$ cat src/design/lrfp_pkg.sv
// Package for the launch record field parser.
// Holds widths, character codes, status codes and the word types shared between the modules.
// No dependencies.
package lrfp_pkg;

  localparam int VALUE_WIDTH = 16;
  localparam int SECS_WIDTH  = 40;
  localparam int NUM_VALUES  = 8;
  localparam int IDX_WIDTH   = $clog2(NUM_VALUES);
  localparam int FIELD_WIDTH = 4;
  localparam int QUEUE_DEPTH = 2;
  localparam int PTR_WIDTH   = $clog2(QUEUE_DEPTH);
  localparam int CNT_WIDTH   = $clog2(QUEUE_DEPTH + 1);

  localparam logic [FIELD_WIDTH-1:0] FIELD_NAME     = FIELD_WIDTH'(0);
  localparam logic [FIELD_WIDTH-1:0] FIELD_LAST_SEP = FIELD_WIDTH'(2);
  localparam logic [FIELD_WIDTH-1:0] FIELD_DONE     = FIELD_WIDTH'(9);

  localparam logic [7:0] CH_ERR   = 8'h65;  // 'e'
  localparam logic [7:0] CH_BANG  = 8'h21;  // '!'
  localparam logic [7:0] CH_NONE  = 8'h6e;  // 'n'
  localparam logic [7:0] CH_SEMI  = 8'h3b;  // ';'
  localparam logic [7:0] CH_LF    = 8'h0a;
  localparam logic [7:0] CH_CR    = 8'h0d;
  localparam logic [7:0] DIGIT_LO = 8'd48;
  localparam logic [7:0] DIGIT_HI = 8'd57;

  localparam logic [VALUE_WIDTH-1:0] VALUE_MAX = '1;

  localparam logic [SECS_WIDTH-1:0] SECS_PER_DAY  = SECS_WIDTH'(24 * 60 * 60);
  localparam logic [SECS_WIDTH-1:0] SECS_PER_HOUR = SECS_WIDTH'(60 * 60);
  localparam logic [SECS_WIDTH-1:0] SECS_PER_MIN  = SECS_WIDTH'(60);

  typedef enum logic [1:0] {
    ST_VALID = 2'd0,
    ST_ERROR = 2'd1,
    ST_NONE  = 2'd2
  } status_e;

  // Classified byte word from the front to the back.
  typedef struct packed {
    logic       feed;
    logic       sep;
    logic       digit;
    logic [3:0] digit_val;
    logic       last;
    status_e    mode;
  } cmd_t;

  // End-of-reply snapshot handed to the seconds/output stage.
  typedef struct packed {
    status_e                                mode;
    logic [NUM_VALUES-1:0][VALUE_WIDTH-1:0] vals;
  } snap_t;

endpackage

$ cat src/design/lrfp_front.sv
// Front end: accepts reply bytes, detects the error and no-mission markers,
// and classifies each byte into a command word. Depends on lrfp_pkg.
module lrfp_front (
  input  logic                clk_i,
  input  logic                rst_ni,
  input  logic                in_valid_i,
  input  logic [7:0]          text_byte_i,
  input  logic                end_of_reply_i,
  input  logic                q_full_i,
  output logic                in_stall_o,
  output logic                push_o,
  output lrfp_pkg::cmd_t      cmd_o
);

  lrfp_pkg::status_e mode_q, mode_d, mode_n;
  logic [1:0]        pos_q, pos_d;
  logic [7:0]        first_q, first_d;
  logic [7:0]        digit_off;
  logic              accept;

  assign accept     = in_valid_i && !q_full_i;
  assign in_stall_o = q_full_i;
  assign push_o     = accept;
  assign digit_off  = text_byte_i - lrfp_pkg::DIGIT_LO;

  always_comb begin
    mode_n  = mode_q;
    pos_d   = pos_q;
    first_d = first_q;
    cmd_o.feed = 1'b0;
    if (mode_q == lrfp_pkg::ST_VALID) begin
      cmd_o.feed = 1'b1;
      if (pos_q == 2'd1 && first_q == lrfp_pkg::CH_ERR && text_byte_i == lrfp_pkg::CH_BANG) begin
        mode_n     = lrfp_pkg::ST_ERROR;
        cmd_o.feed = 1'b0;
      end else if (pos_q == 2'd1 && first_q == lrfp_pkg::CH_NONE &&
                   text_byte_i == lrfp_pkg::CH_BANG) begin
        mode_n     = lrfp_pkg::ST_NONE;
        cmd_o.feed = 1'b0;
      end
      if (pos_q == 2'd0) begin
        first_d = text_byte_i;
      end
      if (pos_q < 2'd2) begin
        pos_d = pos_q + 2'd1;
      end
    end
    mode_d = mode_n;
    if (end_of_reply_i) begin
      mode_d  = lrfp_pkg::ST_VALID;
      pos_d   = 2'd0;
      first_d = 8'd0;
    end
    cmd_o.sep = (text_byte_i == lrfp_pkg::CH_SEMI) || (text_byte_i == lrfp_pkg::CH_LF) ||
                (text_byte_i == lrfp_pkg::CH_CR);
    cmd_o.digit = (text_byte_i >= lrfp_pkg::DIGIT_LO) && (text_byte_i <= lrfp_pkg::DIGIT_HI);
    cmd_o.digit_val = digit_off[3:0];
    cmd_o.last      = end_of_reply_i;
    cmd_o.mode      = mode_n;
  end

  always_ff @(posedge clk_i or negedge rst_ni) begin
    if (!rst_ni) begin
      mode_q  <= lrfp_pkg::ST_VALID;
      pos_q   <= 2'd0;
      first_q <= 8'd0;
    end else if (accept) begin
      mode_q  <= mode_d;
      pos_q   <= pos_d;
      first_q <= first_d;
    end
  end

endmodule

$ cat src/design/lrfp_queue.sv
// Short command queue between the front and the back end.
// Depends on lrfp_pkg.
module lrfp_queue (
  input  logic           clk_i,
  input  logic           rst_ni,
  input  logic           push_i,
  input  lrfp_pkg::cmd_t cmd_i,
  input  logic           pop_i,
  output lrfp_pkg::cmd_t cmd_o,
  output logic           empty_o,
  output logic           full_o
);

  lrfp_pkg::cmd_t                      mem_q [lrfp_pkg::QUEUE_DEPTH];
  logic [lrfp_pkg::PTR_WIDTH-1:0]      wr_ptr_q, rd_ptr_q;
  logic [lrfp_pkg::CNT_WIDTH-1:0]      count_q;

  assign empty_o = (count_q == '0);
  assign full_o  = (count_q == lrfp_pkg::CNT_WIDTH'(lrfp_pkg::QUEUE_DEPTH));
  assign cmd_o   = mem_q[rd_ptr_q];

  always_ff @(posedge clk_i) begin
    if (push_i) begin
      mem_q[wr_ptr_q] <= cmd_i;
    end
  end

  always_ff @(posedge clk_i or negedge rst_ni) begin
    if (!rst_ni) begin
      wr_ptr_q <= '0;
      rd_ptr_q <= '0;
      count_q  <= '0;
    end else begin
      if (push_i) begin
        wr_ptr_q <= wr_ptr_q + 1'b1;
      end
      if (pop_i) begin
        rd_ptr_q <= rd_ptr_q + 1'b1;
      end
      if (push_i && !pop_i) begin
        count_q <= count_q + 1'b1;
      end else if (!push_i && pop_i) begin
        count_q <= count_q - 1'b1;
      end
    end
  end

  assert property (@(posedge clk_i) disable iff (!rst_ni) !(push_i && full_o))
    else $error("queue overflow");
  assert property (@(posedge clk_i) disable iff (!rst_ni) !(pop_i && empty_o))
    else $error("queue underflow");

endmodule

$ cat src/design/lrfp_back.sv
// Back end: walks the reply fields, accumulates digits and stores field values;
// snapshots the values at the end of each reply. Depends on lrfp_pkg.
module lrfp_back (
  input  logic           clk_i,
  input  logic           rst_ni,
  input  lrfp_pkg::cmd_t cmd_i,
  input  logic           empty_i,
  output logic           pop_o,
  input  logic           snap_ready_i,
  output logic           snap_valid_o,
  output lrfp_pkg::snap_t snap_o
);

  localparam int AccWidth = lrfp_pkg::VALUE_WIDTH + 4;

  logic [lrfp_pkg::FIELD_WIDTH-1:0] field_q, field_d, field_m1;
  logic [lrfp_pkg::VALUE_WIDTH-1:0] acc_q, acc_d;
  logic                             stop_q, stop_d;
  logic [lrfp_pkg::NUM_VALUES-1:0][lrfp_pkg::VALUE_WIDTH-1:0] vals_q, vals_d;
  logic [AccWidth-1:0]              acc_mul;
  logic                             ends, next_f, b_ready;
  logic                             b_valid_q;
  lrfp_pkg::snap_t                  b_snap_q;

  assign b_ready      = !b_valid_q || snap_ready_i;
  assign pop_o        = !empty_i && (!cmd_i.last || b_ready);
  assign snap_valid_o = b_valid_q;
  assign snap_o       = b_snap_q;
  assign field_m1     = field_q - 1'b1;
  assign acc_mul      = (AccWidth'(acc_q) << 3) + (AccWidth'(acc_q) << 1) +
                        AccWidth'(cmd_i.digit_val);
  assign ends         = (field_q <= lrfp_pkg::FIELD_LAST_SEP) ? cmd_i.sep : !cmd_i.digit;

  always_comb begin
    field_d = field_q;
    acc_d   = acc_q;
    stop_d  = stop_q;
    vals_d  = vals_q;
    next_f  = 1'b0;
    if (pop_o && cmd_i.feed) begin
      if (field_q == lrfp_pkg::FIELD_NAME) begin
        next_f = cmd_i.sep;
      end else if (field_q < lrfp_pkg::FIELD_DONE) begin
        if (ends) begin
          vals_d[field_m1[lrfp_pkg::IDX_WIDTH-1:0]] = acc_q;
          next_f = 1'b1;
        end else if (!stop_q) begin
          if (cmd_i.digit) begin
            acc_d = (acc_mul > AccWidth'(lrfp_pkg::VALUE_MAX)) ? lrfp_pkg::VALUE_MAX :
                    acc_mul[lrfp_pkg::VALUE_WIDTH-1:0];
          end else begin
            stop_d = 1'b1;
          end
        end
      end
    end
    if (next_f) begin
      field_d = field_q + 1'b1;
      acc_d   = '0;
      stop_d  = 1'b0;
    end
    if (pop_o && cmd_i.last) begin
      field_d = lrfp_pkg::FIELD_NAME;
      acc_d   = '0;
      stop_d  = 1'b0;
    end
  end

  always_ff @(posedge clk_i or negedge rst_ni) begin
    if (!rst_ni) begin
      field_q   <= lrfp_pkg::FIELD_NAME;
      acc_q     <= '0;
      stop_q    <= 1'b0;
      vals_q    <= '0;
      b_valid_q <= 1'b0;
    end else begin
      field_q <= field_d;
      acc_q   <= acc_d;
      stop_q  <= stop_d;
      vals_q  <= vals_d;
      if (pop_o && cmd_i.last) begin
        b_valid_q <= 1'b1;
      end else if (snap_ready_i) begin
        b_valid_q <= 1'b0;
      end
    end
  end

  always_ff @(posedge clk_i) begin
    if (pop_o && cmd_i.last) begin
      b_snap_q.mode <= cmd_i.mode;
      b_snap_q.vals <= vals_d;
    end
  end

  assert property (@(posedge clk_i) disable iff (!rst_ni) field_q <= lrfp_pkg::FIELD_DONE)
    else $error("field counter past last field");
  assert property (@(posedge clk_i) disable iff (!rst_ni)
                   (pop_o && cmd_i.last) |=> (field_q == lrfp_pkg::FIELD_NAME && !stop_q))
    else $error("per-reply state not cleared at end of reply");

endmodule

$ cat src/design/lrfp_out.sv
// Result stage: multiplies the stored countdown by the seconds constants, sums
// them and holds the result word with the sticky flag. Depends on lrfp_pkg.
module lrfp_out (
  input  logic                                clk_i,
  input  logic                                rst_ni,
  input  logic                                snap_valid_i,
  input  lrfp_pkg::snap_t                     snap_i,
  output logic                                snap_ready_o,
  input  logic                                out_stall_i,
  output logic                                out_valid_o,
  output logic [1:0]                          reply_status_o,
  output logic [lrfp_pkg::NUM_VALUES-1:0][lrfp_pkg::VALUE_WIDTH-1:0] vals_o,
  output logic [lrfp_pkg::SECS_WIDTH-1:0]     seconds_total_o,
  output logic                                extracted_flag_o
);

  logic                               c_valid_q, out_valid_q, out_ready;
  lrfp_pkg::snap_t                    c_snap_q;
  logic [lrfp_pkg::SECS_WIDTH-1:0]    prod_day_q, prod_hour_q, prod_min_q, sum;
  lrfp_pkg::status_e                  status_q;
  logic [lrfp_pkg::NUM_VALUES-1:0][lrfp_pkg::VALUE_WIDTH-1:0] vals_q;
  logic [lrfp_pkg::SECS_WIDTH-1:0]    secs_q;
  logic                               ext_q;

  assign out_ready    = !out_valid_q || !out_stall_i;
  assign snap_ready_o = !c_valid_q || out_ready;
  assign sum          = prod_day_q + prod_hour_q + prod_min_q;

  assign out_valid_o      = out_valid_q;
  assign reply_status_o   = status_q;
  assign vals_o           = vals_q;
  assign seconds_total_o  = secs_q;
  assign extracted_flag_o = ext_q;

  always_ff @(posedge clk_i) begin
    if (snap_ready_o && snap_valid_i) begin
      c_snap_q    <= snap_i;
      prod_day_q  <= lrfp_pkg::SECS_WIDTH'(snap_i.vals[0]) * lrfp_pkg::SECS_PER_DAY;
      prod_hour_q <= lrfp_pkg::SECS_WIDTH'(snap_i.vals[1]) * lrfp_pkg::SECS_PER_HOUR;
      prod_min_q  <= lrfp_pkg::SECS_WIDTH'(snap_i.vals[2]) * lrfp_pkg::SECS_PER_MIN;
    end
    if (out_ready && c_valid_q) begin
      status_q <= c_snap_q.mode;
      vals_q   <= c_snap_q.vals;
    end
  end

  // secs_q and ext_q also carry the persistent seconds and extracted state
  always_ff @(posedge clk_i or negedge rst_ni) begin
    if (!rst_ni) begin
      c_valid_q   <= 1'b0;
      out_valid_q <= 1'b0;
      secs_q      <= '0;
      ext_q       <= 1'b0;
    end else begin
      if (snap_ready_o) begin
        c_valid_q <= snap_valid_i;
      end
      if (out_ready) begin
        out_valid_q <= c_valid_q;
        if (c_valid_q) begin
          if (c_snap_q.mode == lrfp_pkg::ST_VALID) begin
            secs_q <= sum;
          end
          if (c_snap_q.mode != lrfp_pkg::ST_ERROR) begin
            ext_q <= 1'b1;
          end
        end
      end
    end
  end

  assert property (@(posedge clk_i) disable iff (!rst_ni) !$fell(ext_q))
    else $error("extracted flag dropped");

endmodule

$ cat src/design/launch_record_field_parser_core.sv
// Launch record field parser, top level: front end, command queue, back end, result stage.
// Depends on lrfp_pkg, lrfp_front, lrfp_queue, lrfp_back, lrfp_out.
// Throughput: one byte per cycle while in_stall_o is low; the back end retires one queued
// byte word per cycle unless an end-of-reply word waits for a free snapshot register. A result
// passes the queue, the end-of-reply snapshot, the seconds multiply and the output register.
// Reset clears all control state, the stored values, seconds and the extracted flag.
module launch_record_field_parser_core (
  input  logic        clk_i,
  input  logic        rst_ni,
  input  logic        in_valid_i,
  output logic        in_stall_o,
  input  logic [7:0]  text_byte_i,
  input  logic        end_of_reply_i,
  output logic        out_valid_o,
  input  logic        out_stall_i,
  output logic [1:0]  reply_status_o,
  output logic [lrfp_pkg::VALUE_WIDTH-1:0] days_left_o,
  output logic [lrfp_pkg::VALUE_WIDTH-1:0] hours_left_o,
  output logic [lrfp_pkg::VALUE_WIDTH-1:0] minutes_left_o,
  output logic [lrfp_pkg::VALUE_WIDTH-1:0] year_value_o,
  output logic [lrfp_pkg::VALUE_WIDTH-1:0] month_value_o,
  output logic [lrfp_pkg::VALUE_WIDTH-1:0] day_value_o,
  output logic [lrfp_pkg::VALUE_WIDTH-1:0] hour_value_o,
  output logic [lrfp_pkg::VALUE_WIDTH-1:0] minute_value_o,
  output logic [lrfp_pkg::SECS_WIDTH-1:0]  seconds_total_o,
  output logic        extracted_flag_o
);

  lrfp_pkg::cmd_t  push_cmd, head_cmd;
  lrfp_pkg::snap_t snap;
  logic            push, pop, q_empty, q_full, snap_valid, snap_ready;
  logic [lrfp_pkg::NUM_VALUES-1:0][lrfp_pkg::VALUE_WIDTH-1:0] vals;

  lrfp_front u_front (
    .clk_i          (clk_i),
    .rst_ni         (rst_ni),
    .in_valid_i     (in_valid_i),
    .text_byte_i    (text_byte_i),
    .end_of_reply_i (end_of_reply_i),
    .q_full_i       (q_full),
    .in_stall_o     (in_stall_o),
    .push_o         (push),
    .cmd_o          (push_cmd)
  );

  lrfp_queue u_queue (
    .clk_i   (clk_i),
    .rst_ni  (rst_ni),
    .push_i  (push),
    .cmd_i   (push_cmd),
    .pop_i   (pop),
    .cmd_o   (head_cmd),
    .empty_o (q_empty),
    .full_o  (q_full)
  );

  lrfp_back u_back (
    .clk_i        (clk_i),
    .rst_ni       (rst_ni),
    .cmd_i        (head_cmd),
    .empty_i      (q_empty),
    .pop_o        (pop),
    .snap_ready_i (snap_ready),
    .snap_valid_o (snap_valid),
    .snap_o       (snap)
  );

  lrfp_out u_out (
    .clk_i            (clk_i),
    .rst_ni           (rst_ni),
    .snap_valid_i     (snap_valid),
    .snap_i           (snap),
    .snap_ready_o     (snap_ready),
    .out_stall_i      (out_stall_i),
    .out_valid_o      (out_valid_o),
    .reply_status_o   (reply_status_o),
    .vals_o           (vals),
    .seconds_total_o  (seconds_total_o),
    .extracted_flag_o (extracted_flag_o)
  );

  assign days_left_o    = vals[0];
  assign hours_left_o   = vals[1];
  assign minutes_left_o = vals[2];
  assign year_value_o   = vals[3];
  assign month_value_o  = vals[4];
  assign day_value_o    = vals[5];
  assign hour_value_o   = vals[6];
  assign minute_value_o = vals[7];

endmodule
$ cat config.mk
export PLATFORM = sky130hd
export DESIGN_NAME = launch_record_field_parser_core
export DESIGN_NICKNAME = d
export VERILOG_FILES = /design/src/design/lrfp_pkg.sv /design/src/design/lrfp_front.sv /design/src/design/lrfp_queue.sv /design/src/design/lrfp_back.sv /design/src/design/lrfp_out.sv /design/src/design/launch_record_field_parser_core.sv
export SDC_FILE = /design/constraint.sdc
export NUM_CORES = 1
export LEC_CHECK = 0
export ABC_AREA = 1
export BUFFER_PORTS_ARGS = -buffer_cell sky130_fd_sc_hd__buf_2
export CAP_MARGIN = 10
export CORE_ASPECT_RATIO = 0.5
export CORE_MARGIN = 10
export CORE_UTILIZATION = 57
export CTS_BUF_LIST = sky130_fd_sc_hd__clkbuf_4
export CTS_CLUSTER_DIAMETER = 150
export DETAILED_ROUTE_END_ITERATION = 8
export PLACE_DENSITY = 0.81
export SYNTH_ARGS = -nofsm -noshare
export SYNTH_HDL_FRONTEND = slang
export SYNTH_SLANG_ARGS = --single-unit
$ cat constraint.sdc
create_clock -name clk_i -period 4.9 [get_ports clk_i]
set_input_delay 0.245 -clock clk_i [delete_from_list [all_inputs] [get_ports clk_i]]
set_output_delay 0.245 -clock clk_i [all_outputs]
set_load 0.02 [all_outputs]
# Word level (Yosys, flattened, before mapping)
# Memory sizes are Yosys's and may differ from the RTL's.
# Cells that the tools add are included.
[op_classes]
addsub = 12
mul = 3
n_lt_le_gt_ge = 8
n_eq_ne = 12
muxes = 50
n_reduce_logical = 50
[op_table]
columns = ["operator", "n"]
rows = [
  ["128-bit two-way mux", 4],
  ["16-bit two-way mux", 10],
  ["128-bit bitwise mux", 1],
  ["16-bit demux with 3-bit select", 1],
  ["40-bit by 22-bit adder with 40-bit output", 1],
  ["33-bit by 28-bit adder with 34-bit output", 1],
  ["16-bit by 10-bit multiplier with 26-bit output, second input constant", 1],
  ["16-bit by 8-bit multiplier with 24-bit output, second input constant", 1],
  ["8-bit two-way mux", 3],
  ["19-bit by 17-bit adder with 20-bit output", 1],
  ["20-bit by 4-bit adder with 20-bit output", 1],
  ["20-bit by 16-bit greater-than comparator with 1-bit output, second input constant", 1],
  ["16-bit by 4-bit multiplier with 20-bit output, second input constant", 1],
  ["1-bit two-way mux", 20],
  ["2-bit two-way mux", 9],
  ["8-bit by 4-bit == test with 1-bit output, second input constant", 2],
  ["8-bit by 6-bit == test with 1-bit output, second input constant", 2],
  ["8-bit by 7-bit == test with 1-bit output, second input constant", 2],
  ["1-bit logical AND", 14],
  ["3-bit AND reduction", 4],
  ["2-bit nonzero test", 6],
  ["1-bit zero test", 10],
  ["3-bit nonzero test", 3],
  ["8-bit by 6-bit greater-or-equal comparator with 1-bit output, second input constant", 1],
  ["other kinds (23)", 35],
]
[totals]
register_bits = 669
ramBits = 20
inputBits = 13
out_inout_bits = 173
word_cells = 188
mem_count = 1
[memory_table]
columns = ["name", "words", "word_bits", "read_ports", "rd_clocked_by_memory_dff", "write_ports", "line_no", "source"]
rows = [
  ["u_queue.mem_q", 2, 10, 1, 0, 1, "lrfp_queue.sv:14", "lrfp_pkg::cmd_t mem_q [lrfp_pkg::QUEUE_DEPTH];"],
]

# Logic depth before layout (Yosys ltp)
[depth]
word_depth = 12
ltp_mapped = 22
mapped_depth_nobuf = 22

# Modules after synthesis
# A second synthesis with hierarchy kept.
[hier_totals]
hier_cells = 2803
area_unflattened_um2 = 32541.2
[modules_own_cells]
columns = ["module", "instances", "cells_per_inst", "area_per_inst_um2", "seq_area_each_um2"]
rows = [
  ["lrfp_out", 1, 1696, 19885.3, 10575.1],
  ["lrfp_back", 1, 937, 10830.4, 7657.3],
  ["lrfp_queue", 1, 56, 964.7, 700.7],
  ["lrfp_front", 1, 114, 860.8, 300.3],
]

# Least setup slack after synthesis
# No wires, ideal clock.
[synth_path]
kind = "register -> register"
start = "register u_out.out_valid_q, in the netlist u_out.out_valid_o"
end = "register u_out.c_snap_q[0] (netlist name), enable pin"
arrival_ns = 4.488
required_time_ns = 4.355
setup_slack_ns = -0.134
path_stages_with_launch = 6
n_path_buf = 0
synth_period_minus_slack_ns = 5.034
path_cell_list = "dfrtp_1 > nand2_1 > nor2_1 > inv_1 > nand2_1 > inv_1"
[synth_via]
elab_chain_len = 4
[synth_rtl]
columns = ["element", "line_no", "source"]
rows = [
  ["from (decl)", "lrfp_out.sv:17", "logic c_valid_q, out_valid_q, out_ready;"],
  ["from (signal assigned)", "lrfp_out.sv:60", "out_valid_q <= c_valid_q;"],
  ["1-bit zero test", "lrfp_out.sv:25", "assign out_ready = !out_valid_q || !out_stall_i;"],
  ["1-bit logical OR", "lrfp_out.sv:25", ""],
  ["1-bit logical OR", "lrfp_out.sv:26", "assign snap_ready_o = !c_valid_q || out_ready;"],
  ["1-bit logical AND", "lrfp_out.sv:36", "if (snap_ready_o && snap_valid_i) begin"],
  ["to (signal assigned)", "lrfp_out.sv:37", "c_snap_q <= snap_i;"],
  ["to (decl)", "lrfp_out.sv:18", "lrfp_pkg::snap_t c_snap_q;"],
]
# No other way between the ends.
# A chain may end at the register's enable or synchronous reset.

# Final worst setup path
[layout_path]
start = "register u_back.b_snap_q (netlist bit u_back.snap_o[1])"
end = "register u_out.prod_day_q[31] (netlist name), data pin"
[layout_via]
elab_chain_len = 1
[layout_rtl]
columns = ["element", "line_no", "source"]
rows = [
  ["from (decl)", "lrfp_back.sv:23", "lrfp_pkg::snap_t b_snap_q;"],
  ["16-bit by 10-bit multiplier with 26-bit output", "lrfp_out.sv:38", "prod_day_q <= lrfp_pkg::SECS_WIDTH'(snap_i.vals[0]) * lrfp_pkg::SECS_PER_DAY;"],
  ["to (signal assigned)", "lrfp_out.sv:38", ""],
  ["to (decl)", "lrfp_out.sv:19", "logic [lrfp_pkg::SECS_WIDTH-1:0] prod_day_q, prod_hour_q, prod_min_q, sum;"],
]
# No other way between the ends.

==> metrics <==
Routed Antenna Nets 0; crit path from u_back.snap_o[1]; first-pass GRT wire length approximately 110 mm; Avg Synthesized Cell Area around 12 um2; first-pass iteration count of the detailed router 7; top-count cell post-synth nand2_1; synth top area cells edfxtp_1 44%, dfrtp_1 16%, ha_1 9.5%; Chip Width 356.0 um; HP Start text_byte_i[6]; clk_skew approximately 0.069 ns; CP Launch Type flip-flop; CTS tree yes; WL final 71.28 mm; Initial Utilization 57.76%; post-synth top area share 44.14%; Reg clk slew, reported paths 0.08 ns; I/O Buffers approximately 180; DRC violations left 0; crit share post-route 94.21%; FF+latch count, synth 675; Iter 0 DRT Violations 1728; Placer Congestion 0.8842; initial antenna violation count 4; core area around 0.056 mm2; cell row count 61; pin count of the biggest net entering global routing 122; via count 20920; max-slew violation count 0; Period minus WS final 4.616 ns; DR WL met2 35.05 mm; Data arrival, critical path 5.19 ns; Slew Limit Headroom a little over a quarter; met3 WL 4.120 mm; vias in the first global route 21160; worst r2r src u_back.snap_o[1]; post-synth cell types 57; Synth area leader edfxtp_1; Post-CTS Setup Repair Bufs 0; Post-synth EDFFs 473; Tightest Pin Transition 1.105 ns; IO Pins 186; Post-synth ARST share between 20 and 30%; Crit Path Max Fanout 5; fmax 216.6 MHz; final setup violation count 0; clk root buf clkbuf_4; full die area 0.06694 mm2; Synth warnings 0; wire per inst 18.14 um; Design Area, Final approximately 0.036 mm2; CTS Buf Count 147; sequential fraction of the synthesis area about three fifths; DIE HEIGHT about 190 um; M1 WL roughly 30 mm; Syn-to-layout area delta 12.25%; max layer used met4; most instantiated cells after synthesis 586 x nand2_1, 473 x edfxtp_1, 301 x inv_1; Cells after Synth 2734; Critical Path End Type flip-flop; Clock H-tree levels 4; maxcap violations 0; hpwl dp 50.22 mm; nets@finish 3394; Clock Latency Late Sink 0.88 ns; outcome finished clean; clock sink count 675; Hold Crit Class in -> reg; RSZ-0062 raised after global routing true; total global-route track usage 21.25%; gr ovfl total 0; Placed Instance Area 0.03399 mm2; layout cell share with drive strength beyond 1 approximately 15%; Crit Path Class reg -> reg; top_reg_cell synth edfxtp_1; final hold vios 0; Max Root-Sink Buffers 3; CP required 5.47 ns; vias per cell roughly 5.3; synthesized area roughly 0.032 mm2
==> timing repair <==
item                       4_1_cts  5_1_grt
resized for setup                0        3
hold buffers                    14        0
hold endpoints to repair       138        0
setup endpoints to repair        0        5
==> through the flow <==
stage          setup TNS [ns]  setup slack, ns  cells  utilization, %  hold slack [ns]
6_report                    0           0.2835   3930           64.84           0.1650
5_1_grt              -0.08059         -0.08059   3927           64.82          0.09578
4_1_cts                     0           0.1681   3926           64.81          0.08586
3_5_place_dp                0           0.2040   3642           61.00           0.3818
3_3_place_gp                0           0.2460   3642           61.00           0.3729
2_1_floorplan               0           0.5515   2740               -         -0.05059
==> registers in the layout, indices dropped and copies added (netlist names), 4 cells and up <==
signal                 count
u_back.snap_o            130
u_out.c_snap_q           130
u_back.vals_q            128
u_out.vals_o             128
u_out.seconds_total_o     33
u_out.prod_day_q          25
u_queue.mem_q             20
u_out.prod_hour_q         19
u_out.prod_min_q          19
u_back.acc_q              16
u_front.first_q            8
u_back.field_q             4
==> layout make-up <==
type | count | area, um2
Antenna cell | 4 | 10.01
Timing Repair Buffer | 205 | 1187
Clock buffer | 230 | 1727
Tap cell | 756 | 945.9
Multi-Input combinational cell | 1712 | 11580
Fill cell | 4064 | 19590
Clock inverter | 40 | 252.7
Sequential cell | 675 | 19260
Inverter | 308 | 1165
==> worst max-delay path: stages, from the launching register on <==
cell and delay (ns):
edfxtp_1 0.47, ha_1 0.33, inv_1 0.12, fa_1 0.45
fa_1 0.51, inv_1 0.04, ha_1 0.26, inv_1 0.05
fa_1 0.49, inv_1 0.04, ha_1 0.34, nand2_1 0.10
nor2_1 0.13, nand4_1 0.10, o211ai_1 0.28, a21oi_1 0.16
o21ai_1 0.22, nand3_1 0.12, nand3_1 0.08, nand2_1 0.06
==> worst paths after layout <==
path	depth (start not counted)	slack, ns	to
max in group asynchronous	4	2.72	u_back.snap_valid_o
worst max-delay path	19	0.28	u_out.prod_day_q[31]
worst max register to register	19	0.28	u_out.prod_day_q[31]
worst min-delay path	4	0.16	u_front.first_q[6]
min in group asynchronous	3	0.53	u_back.acc_q[0]
worst min register to register	0	0.37	u_out.c_snap_q[77]
==> cells by family (layout without fill, tap and decap cells) <==
kind of cell	count (synthesis)	in the layout	synth area share, %
adder cells (fa/ha/maj)	332	332	14.96
buffers and inverters	353	783	4.284
flip-flops	675	675	59.84
AO/OA/AOI/OAI	385	385	6.609
multiplexers	2	2	0.06221
AND/OR/NAND/NOR	886	886	11.51
other	1	11	0.01165
XOR/XNOR	100	100	2.722
==> layout by cell type (no fill, tap or decap), types with 4 or more instances in the layout <==
cell / instances
a211oi_1: 6
a21o_1: 8
a21oi_1: 119
a31oi_1: 5
and2_1: 6
buf_12: 4
buf_2: 177
buf_4: 9
clkbuf_4: 230
clkinv_1: 26
conb_1: 7
dfrtp_1: 202
diode_2: 4
dlygate4sd3_1: 14
edfxtp_1: 473
fa_1: 88
ha_1: 244
inv_1: 298
inv_2: 8
nand2_1: 586
nand3_1: 112
nand3b_1: 5
nand4_1: 25
nor2_1: 104
nor3_1: 20
nor4_1: 6
o21ai_0: 195
o21ai_1: 15
o21ai_4: 4
o21bai_1: 13
o31ai_1: 4
xnor2_1: 35
xor2_1: 65
==> layer usage <==
metal / GRT usage [%] / vias to the layer above
met5: 0 / -
met4: 7.272 / 0
met3: 3.953 / 134
met2: 35.57 / 662
met1: 27.69 / 10090
li1: - / 10030
Power is left out: the tool's default activity adds up to more than one toggle a clock period on the data nets, which glitch-free logic cannot reach.
